File: src/hw/rtl/vne_pkg.sv
`default_nettype none
package vne_pkg;
	localparam int unsigned POS_W   = 16;
	localparam int unsigned NORM_W  = 8;
	localparam int unsigned THICK_W = 16;
	localparam int unsigned Q_W     = 8;
	localparam int unsigned S_W     = 16;
	localparam int unsigned A_W     = 23;
	localparam int unsigned R_W     = 30;
	localparam int unsigned QS_W    = 24;
	localparam int unsigned Q2S_W   = 33;
	localparam int unsigned STEPS   = 8;
	localparam logic [THICK_W-1:0] THICK_RESET = 16'd256;

	// Running state of the bitwise root/divide search for one axis.
	typedef struct packed {
		logic [Q_W-1:0]   q;
		logic [QS_W-1:0]  qs;
		logic [Q2S_W-1:0] q2s;
		logic [R_W-1:0]   r;
	} axis_t;
endpackage
`default_nettype wire

File: src/hw/rtl/vne_qstep.sv
`default_nettype none
module vne_qstep (
	input  wire vne_pkg::axis_t       a,
	input  wire [vne_pkg::S_W-1:0]    s,
	input  wire [2:0]                 sh,
	output vne_pkg::axis_t            y
);
	localparam int unsigned Q2S_W_L = vne_pkg::Q2S_W + 1;
	logic [Q2S_W_L-1:0] c2s;
	logic [Q2S_W_L-1:0] t_qs;
	logic [Q2S_W_L-1:0] t_s;

	// (q + b)^2 s = q^2 s + 2 b q s + b^2 s, with b = 2^sh
	always_comb begin
		t_qs = Q2S_W_L'(a.qs) << ({2'b0, sh} + 4'd1);
		t_s  = Q2S_W_L'(s) << {sh, 1'b0};
		c2s  = Q2S_W_L'(a.q2s) + t_qs + t_s;
		y    = a;
		if (c2s <= Q2S_W_L'(a.r)) begin
			y.q   = a.q | (vne_pkg::Q_W'(1) << sh);
			y.qs  = a.qs + (vne_pkg::QS_W'(s) << sh);
			y.q2s = c2s[vne_pkg::Q2S_W-1:0];
		end
	end
endmodule
`default_nettype wire

File: config.mk
export PLATFORM = sky130hd
export DESIGN_NAME = vne_qstep
export DESIGN_NICKNAME = d
export VERILOG_FILES = /design/src/hw/rtl/vne_pkg.sv /design/src/hw/rtl/vne_qstep.sv
export SDC_FILE = /design/constraint.sdc
export NUM_CORES = 1
export LEC_CHECK = 0
export BUFFER_PORTS_ARGS = -buffer_cell sky130_fd_sc_hd__buf_2
export CORE_AREA = 2 2 129 131
export DETAILED_ROUTE_END_ITERATION = 16
export DIE_AREA = 0 0 131 133
export PLACE_DENSITY = 0.75
export SYNTH_ARGS = -nofsm -noshare
export SYNTH_HDL_FRONTEND = slang
export SYNTH_SLANG_ARGS = --single-unit
File: constraint.sdc
create_clock -name vclk -period 17.1
set_input_delay 5.13 -clock vclk [all_inputs]
set_output_delay 5.13 -clock vclk [all_outputs]
set_load 0.01 [all_outputs]
* Word level (Yosys, flattened, before mapping)
Index checks and enable logic that the tools add are counted.
** Storage, ports and cells
- Word-level logic and storage cells :: 11
- Register bits after elaboration :: 0
- Output and inout bits :: 95
** Cells by class
- Bitwise logic cells :: 1
- Shift operators :: 4
- Add/subtract/negate cells :: 4
- $lt $le $gt $ge :: 1
- Muxes and demuxes :: 1
** Operators with widths (count)
- $mux 65 :: 1
- $add 33x34->34 :: 1
- $add 34x34->34 :: 1
- $le 34x30->1 :: 1
- $shl 16x4->34 :: 1
- $shl 24x4->34 :: 1
- $add 24x24->24 :: 1
- $shl 16x3->24 :: 1
- $or 8x8->8 :: 1
- $shl 1x3->8 const A :: 1
- $add 3x1->4 const B :: 1

* Longest topological paths before layout
Gate-level depths: netlist of the first run.
- Word-level depth :: 6
- Depth in mapped cells :: 37

* Worst setup path before layout of the first run
OpenSTA, ideal clock, no wires.
- Path type :: input to output
- From :: input sh[0]
- To :: output y[55] (netlist bit)
- Setup slack :: -0.734 ns
- Path buffers :: 7
- Cell stages on the path :: 33
- Arrival time :: 12.704 ns
- Cells stage by stage :: buf_6 > clkbuf_1 > inv_1 > clkbuf_1 > ha_1 > clkbuf_1 > clkbuf_1 > mux4_2 > mux2i_1 > o22ai_1 > fa_1 > ha_1 > a21oi_2 > o22ai_1 > o21a_1 > o211a_1 > o2111ai_1 > or2b_1 > a21o_1 > a21oi_1 > xnor2_1 > ha_1 > a21o_1 > a21o_1 > a21oi_1 > o21ai_0 > nor3_1 > o221ai_1 > a221oi_2 > and4_4 > buf_8 > buf_12 > mux2_4
** RTL lines
- start, declared :: RTL line vne_qstep.sv:5 : input wire [2:0] sh,
- end, declared :: RTL line vne_qstep.sv:6 : output vne_pkg::axis_t y

==> run summary, run 1 <==
Status - finished clean
CP peak stage delay - 530 ps
Largest delay share family, worst path - compound AO/OA/AOI/OAI gates
Worst Path Buf+Inv - 5
# clk buffers - 0
Final GP Congestion - 0.930
Die area - 0.0174 mm²
Final setup violation count - 0
Seq_cells - 0
Diode count - 0
Worst min path class - in2out
GRT Util Overall - 0.248
CP Class - in2out
Vias post-DR - 8087
Max_cap viols - 0
Yosys cell types - 68
Fraction of layout cells with a size suffix above 1 - 0.285
Final Slew Violations - 0
Leak - 4.41 nW
Fin util - 0.544
Initial Util - 0.456
Worst Path Arrival - 11790 ps
Slew HR - 0.558
Worst vdd ir - 47.0 µV
Vias in the first global route - 7200
Worst Path Required - 11970 ps
Critical Path End Type - primary output
Routed wire per std cell - 16.7 µm
Grt ovf - 0
I/O pins - 209
DP HPWL - 19.2 mm
TritonRoute pass-1 iters - 5
Area fraction of the dominant cell type after synthesis - 0.160
Most common cell after layout, fill and taps aside - buf_2
First-pass GRT wire length - 35.6 mm
Die W - 131 µm
Hold_ws - 10460 ps
Antenna viol nets, final - 0
Crit path top cell by count - a21o_1
Most frequent cells in the layout - 208 x buf_2, 104 x nor2_1, 95 x nand2_1
Post-route setup slack - 181 ps
CP max FO - 7
Largest cells by area after synthesis - ha_1 16%, fa_1 8.7%, a21oi_1 6.2%, mux4_2 5.5%, nor2_1 5.3%
Synth area leader - ha_1
Via density - 5.75
Area Growth Syn to Fin - 19.3%
Min Tclk post-route - 16920 ps
Layout Nets - 1429
Initial DRC Count - 679
Maximum clock rate - 59.1 MHz
Crit path launch type - primary input
CP max-delay cell - fa_1
Total area of sequential cells - 0 µm²
Hold buffer count at cts - 0
Port-buffer cells - 209
Total Wirelength - 23.4 mm
Final worst path period share - 0.989
PwrDens - 91.2 mW/mm²
Initial antenna violation count - 0
Core outline area - 0.0162 mm²
Largest net degree at the start of global routing - 80
Row count - 47
Syn avg cell area - 7.26 µm²
Cell Area, Synth - 0.00737 mm²
DR DRC count - 0
Worst slack, placed - 98.8 ps
Register area share after synthesis - 0
Worst-margin pin slew - 656 ps
Cell count after synthesis - 1015
Synth warn - 0
Final hold violation count - 0
Net Count, Synth - 1255
Die Y - 133 µm
-- routing by layer --
layer | share of wire | up-vias | track usage
li1 | - | 3986 | -
met3 | 0.066 | 23 | 0.0182
met2 | 0.47 | 332 | 0.415
met5 | 0 | - | 0
met1 | 0.45 | 3746 | 0.357
met4 | 0.014 | 0 | 0.0337
-- per-stage QoR --
step | total power, mW | setup TNS [ps] | cell area [µm²] | instances
3_3_place_gp | 0.740 | 0 | 8510 | 1393
4_1_cts | 0.750 | 0 | 8510 | 1393
6_report | 0.802 | 0 | 8790 | 1407
5_1_grt | 0.882 | -230 | 8790 | 1407
3_5_place_dp | 0.744 | 0 | 8510 | 1393
2_1_floorplan | 0.545 | 0 | 7390 | 1015
-- report_power, final --
group	leakage, nW	switching [mW]	internal (mW)
registers	0	0	0
logic	4.41	0.446	0.356
clock network	0	0	0
-- final timing paths --
path	start	end	cells after the start
worst max-delay path	sh[0]	y[41]	31
worst min-delay path	a[23]	y[23]	2
-- cell families after synthesis --
group | count (synthesis) | share of synthesized area
xor gates and xnor gates | 46 | 0.0547
AOI/OAI and AO/OA | 297 | 0.250
adders and majority gates | 126 | 0.247
and+or+nand+nor | 321 | 0.202
buffers and inverters | 142 | 0.0946
muxes | 83 | 0.152
-- final cells by class --
class	instances	area (µm²)
well taps	220	275
inverters	66	248
multi-input cells	873	6800
fillers	1581	7380
repair buffers	248	1470
-- cell usage after synthesis (5+ instances only) --
cell / instances
mux4_2: 18
nor2_1: 104
nand3_1: 11
xor2_1: 18
and2_1: 15
clkbuf_1: 33
o22ai_1: 11
nand2_1: 95
a31oi_1: 9
nand4_1: 11
mux2i_1: 34
nand2b_1: 12
a21o_1: 30
o21ai_1: 10
mux2_2: 24
nor3_1: 35
and3_1: 5
ha_1: 94
fa_1: 32
o21ai_0: 67
mux2_4: 7
a211oi_1: 12
xnor2_1: 28
o21a_1: 18
buf_1: 6
inv_1: 66
buf_4: 32
or3_1: 9
a31o_2: 7
nor2b_1: 6
a21oi_1: 91
-- what timing repair did --
| item | in CTS | in global routing |
|---|---|---|
| setup endpoints to repair | 0 | 62 |
| setup buffers | 0 | 11 |
| resized for setup | 0 | 31 |
No activity file was read; power rests on OpenSTA's default activity.
==> inputs of run 2 (changes only) <==
Settings changed: CORE_AREA 2 2 129 131 to 2 2 123 137, DIE_AREA 0 0 131 133 to 0 0 125 139.
==> run summary, run 2 (synthesis gave the netlist of run 1 again) <==
Status - finished clean
Post-DP Area - 0.00850 mm² (about the same)
Vias post-DR - 8132 (+0.56%)
Most frequent cells in the layout - 209 x buf_2, 104 x nor2_1, 95 x nand2_1
Most common cell after layout, fill and taps aside - buf_2
Total Wirelength - 23.9 mm (+1.9%)
Worst-margin pin slew - 571 ps (-85.3 ps)
Seq_cells - 0 (unchanged)
Core outline area - 0.0161 mm² (-0.67%)
Via density - 5.85 (+1.8%)
Placed cell count - 1382 (-0.79%)
Crit path top cell by count - o21ai_1
Hold EP - y[13]
Port-buffer cells - 209 (unchanged)
Worst Path Required - 11970 ps (about the same)
Area Growth Syn to Fin - 19.9%
I/O pins - 209 (unchanged)
CP max-delay cell - fa_1
CP Class - in2out
Worst min path class - in2out
Worst Path Arrival - 11790 ps (about the same)
Max_cap viols - 0 (unchanged)
Non-filler cells in the finished layout - 1390 (-1.2%)
PnR Total Power - 0.822 mW (+2.5%)
Diode count - 0 (unchanged)
Antenna viol nets, final - 0 (unchanged)
Crit path launch type - primary input
Final hold violation count - 0 (unchanged)
Initial antenna violation count - 0 (unchanged)
# clk buffers - 0 (unchanged)
DP HPWL - 19.3 mm (+0.53%)
Die W - 125 µm (-4.6%)
Die area - 0.0174 mm² (-0.28%)
Post-route setup slack - 181 ps (+0.471 ps)
Routed wire per std cell - 17.2 µm (+3.1%)
PwrDens - 93.0 mW/mm² (+1.9%)
Largest net degree at the start of global routing - 49 (-39%)
Layout Nets - 1428 (-0.070%)
Vias in the first global route - 7461 (+3.6%)
Total area of sequential cells - 0 µm² (unchanged)
Final worst path period share - 0.989 (about the same)
Final setup violation count - 0 (unchanged)
Leak - 4.42 nW (about the same)
Slew HR - 0.615 (+0.0575)
First-pass GRT wire length - 37.0 mm (+4.0%)
Min-delay src - a[13]
Final Slew Violations - 0 (unchanged)
Grt ovf - 0 (unchanged)
Row count - 49 (+4.3%)
Critical Path End Type - primary output
Maximum clock rate - 59.1 MHz (about the same)
Worst vdd ir - 35.2 µV (-25%)
Min Tclk post-route - 16920 ps (-0.471 ps)
Initial Util - 0.459 (+0.00309)
DR DRC count - 0 (unchanged)
CP max FO - 8 (+1)
Initial DRC Count - 606 (-11%)
Hold Crit Depth - 2 (unchanged)
Final instance area - 0.00884 mm² (+0.53%)
Hold buffer count at cts - 0 (unchanged)
TritonRoute pass-1 iters - 5 (unchanged)
Die Y - 139 µm (+4.5%)
Fraction of layout cells with a size suffix above 1 - 0.293 (+0.00783)
GRT Util Overall - 0.249 (+0.00121)
Final GP Congestion - 0.996 (+7.1%)
Worst slack, placed - 51.6 ps (-47.1 ps)
CP peak stage delay - 410 ps (-120 ps)
-- run 2: cell count changes in the layout (fill, tap and decap cells not counted), sizes merged --
cell	delta
buf	-1
-- run 2: worst max-delay path: cells and delay by family --
kind,cells,cell delay [ps]
AOI/OAI and AO/OA,11,2150
xor gates and xnor gates,1,110
adders and majority gates,4,1390
buffers and inverters,7,910
muxes,2,600
and+or+nand+nor,8,1510
-- run 2: worst max-delay path by stage --
stage | from | endpoint | slack, ps | cells after the start
2_1_floorplan | sh[0] | y[55] | 20 | 35
3_3_place_gp | sh[0] | y[38] | 220 | 28
3_5_place_dp | sh[0] | y[40] | 50 | 28
4_1_cts | sh[0] | y[40] | 20 | 28
5_1_grt | sh[0] | y[53] | -100 | 29
6_report | sh[1] | y[36] | 180 | 33
-- run 2: area by class of cell --
cell class                 count  area, µm²
multi-input combinational    873       6890
inverter                      66        248
timing repair buffer         247       1440
tap                          204        255
fill                        1565       7230
-- run 2: timing repair --
action                     in CTS  in global routing
resized for setup               0                 52
buffers inserted                0                  6
setup endpoints to repair       0                 65
-- run 2: metrics by stage --
| step | hold slack (ps) | setup TNS (ps) | utilization |
|---|---|---|---|
| 2_1_floorplan | 10340 | 0 | - |
| 3_3_place_gp | 10460 | 0 | 0.529 |
| 3_5_place_dp | 10460 | 0 | 0.529 |
| 4_1_cts | 10460 | 0 | 0.529 |
| 5_1_grt | 10460 | -2050 | 0.550 |
| 6_report | 10460 | 0 | 0.550 |
-- run 2: metal layers --
metal	vias up	wire length [µm]	share of wire	global-route usage
met5	-	0	0	0
li1	3986	-	-	-
met3	33	1480	0.062	0.0116
met2	340	11600	0.49	0.439
met4	0	403	0.017	0.0316
met1	3773	10400	0.44	0.348
-- run 2: where the power goes --
group	internal (mW)	total (mW)	switching, mW
Clock	0	0	0
Combinational	0.365	0.822	0.456
Sequential	0	0	0
Total	0.365	0.822	0.456
==> inputs of run 3 (changes only) <==
Settings changed: CORE_AREA 2 2 123 137 to 2 2 153 170, DIE_AREA 0 0 125 139 to 0 0 155 172, PLACE_DENSITY 0.75 to not set.
==> run summary, run 3 (synthesis gave the netlist of run 1 again) <==
Status - finished clean
Final instance area - 0.00915 mm² (+3.5%)
CP peak stage delay - 530 ps (+120 ps)
Initial antenna violation count - 0 (unchanged)
Core outline area - 0.0250 mm² (+55%)
Row count - 61 (+24%)
# clk buffers - 0 (unchanged)
DP HPWL - 21.8 mm (+13%)
Post-DP Area - 0.00875 mm² (+2.9%)
Leak - 4.50 nW (+1.8%)
Final TNS setup - 0 ps (unchanged)
Via density - 5.28 (-9.8%)
Grt ovf - 0 (unchanged)
Post-route setup slack - 243 ps (+61.7 ps)
Port-buffer cells - 209 (unchanged)
Slew HR - 0.615 (about the same)
Worst vdd ir - 36.6 µV (+4.0%)
Worst min path class - in2out
DR DRC count - 0 (unchanged)
Most frequent cells in the layout - 207 x buf_2, 102 x nor2_1, 95 x nand2_1
Layout Nets - 1444 (+1.1%)
Die W - 155 µm (+24%)
PnR Total Power - 0.841 mW (+2.3%)
Largest delay share family, worst path - compound AO/OA/AOI/OAI gates
Crit path launch type - primary input
CP max-delay cell - fa_1
Worst slack, placed - 125 ps (+73.6 ps)
Min Tclk post-route - 16860 ps (-61.7 ps)
PwrDens - 91.9 mW/mm² (-1.1%)
TritonRoute pass-1 iters - 5 (unchanged)
Worst Path Required - 11970 ps (about the same)
Fin util - 0.366 (-0.184)
CP Class - in2out
Antenna viol nets, final - 0 (unchanged)
Worst Path Buf+Inv - 7 (unchanged)
Initial Util - 0.295 (-0.164)
Die Y - 172 µm (+24%)
Critical Path End Type - primary output
Most common cell after layout, fill and taps aside - buf_2
Crit path top cell by count - a21o_1
Worst-margin pin slew - 572 ps (+0.862 ps)
Max_cap viols - 0 (unchanged)
Final Slew Violations - 0 (unchanged)
Vias post-DR - 8014 (-1.5%)
Placed cell count - 1504 (+8.8%)
Largest net degree at the start of global routing - 80 (+63%)
Final worst path period share - 0.986 (-0.00361)
Seq_cells - 0 (unchanged)
Final GP Congestion - 0.910 (-8.6%)
Hold_ws - 10460 ps (+0.300 ps)
Initial DRC Count - 556 (-8.3%)
CP max FO - 6 (-2)
Maximum clock rate - 59.3 MHz (+0.37%)
I/O pins - 209 (unchanged)
Worst Path Arrival - 11730 ps (-60 ps)
Vias in the first global route - 7309 (-2.0%)
Die area - 0.0267 mm² (+53%)
Total Wirelength - 26.3 mm (+10%)
Hold buffer count at cts - 0 (unchanged)
Non-filler cells in the finished layout - 1518 (+9.2%)
First-pass GRT wire length - 38.8 mm (+4.7%)
Final setup violation count - 0 (unchanged)
GRT Util Overall - 0.180 (-0.0698)
Routed wire per std cell - 17.3 µm (+0.71%)
Fraction of layout cells with a size suffix above 1 - 0.304 (+0.0119)
Area Growth Syn to Fin - 24.1%
Total area of sequential cells - 0 µm² (unchanged)
Final hold violation count - 0 (unchanged)
## run 3: cell type report
type,count,area [µm²]
inverter,66,248
timing repair buffer,263,1600
antenna,1,2.50
fill,2682,15800
multi-input combinational,873,6900
tap,315,394
## run 3: repair_timing
item                       CTS  global route
buffers inserted             0            10
resized for setup            0            53
setup endpoints to repair    0            65
## run 3: where the power goes
part / switching (mW) / internal (mW) / leakage, nW
Combinational: 0.464 / 0.377 / 4.50
Sequential: 0 / 0 / 0
Clock: 0 / 0.00000000782 / 0.00000634
## run 3: worst paths after layout
path	from	to	slack [ps]	cells after the start
setup / recovery	sh[0]	y[32]	240	32
hold / removal	a[22]	y[22]	10460	2
## run 3: per-layer routing
metal  GRT usage  vias to the layer above  share of wire
li1            -                     4016              -
met1       0.252                     3729           0.45
met2       0.310                      243           0.47
met3     0.00902                       26          0.053
met4      0.0290                        0          0.023
met5           0                        -              0
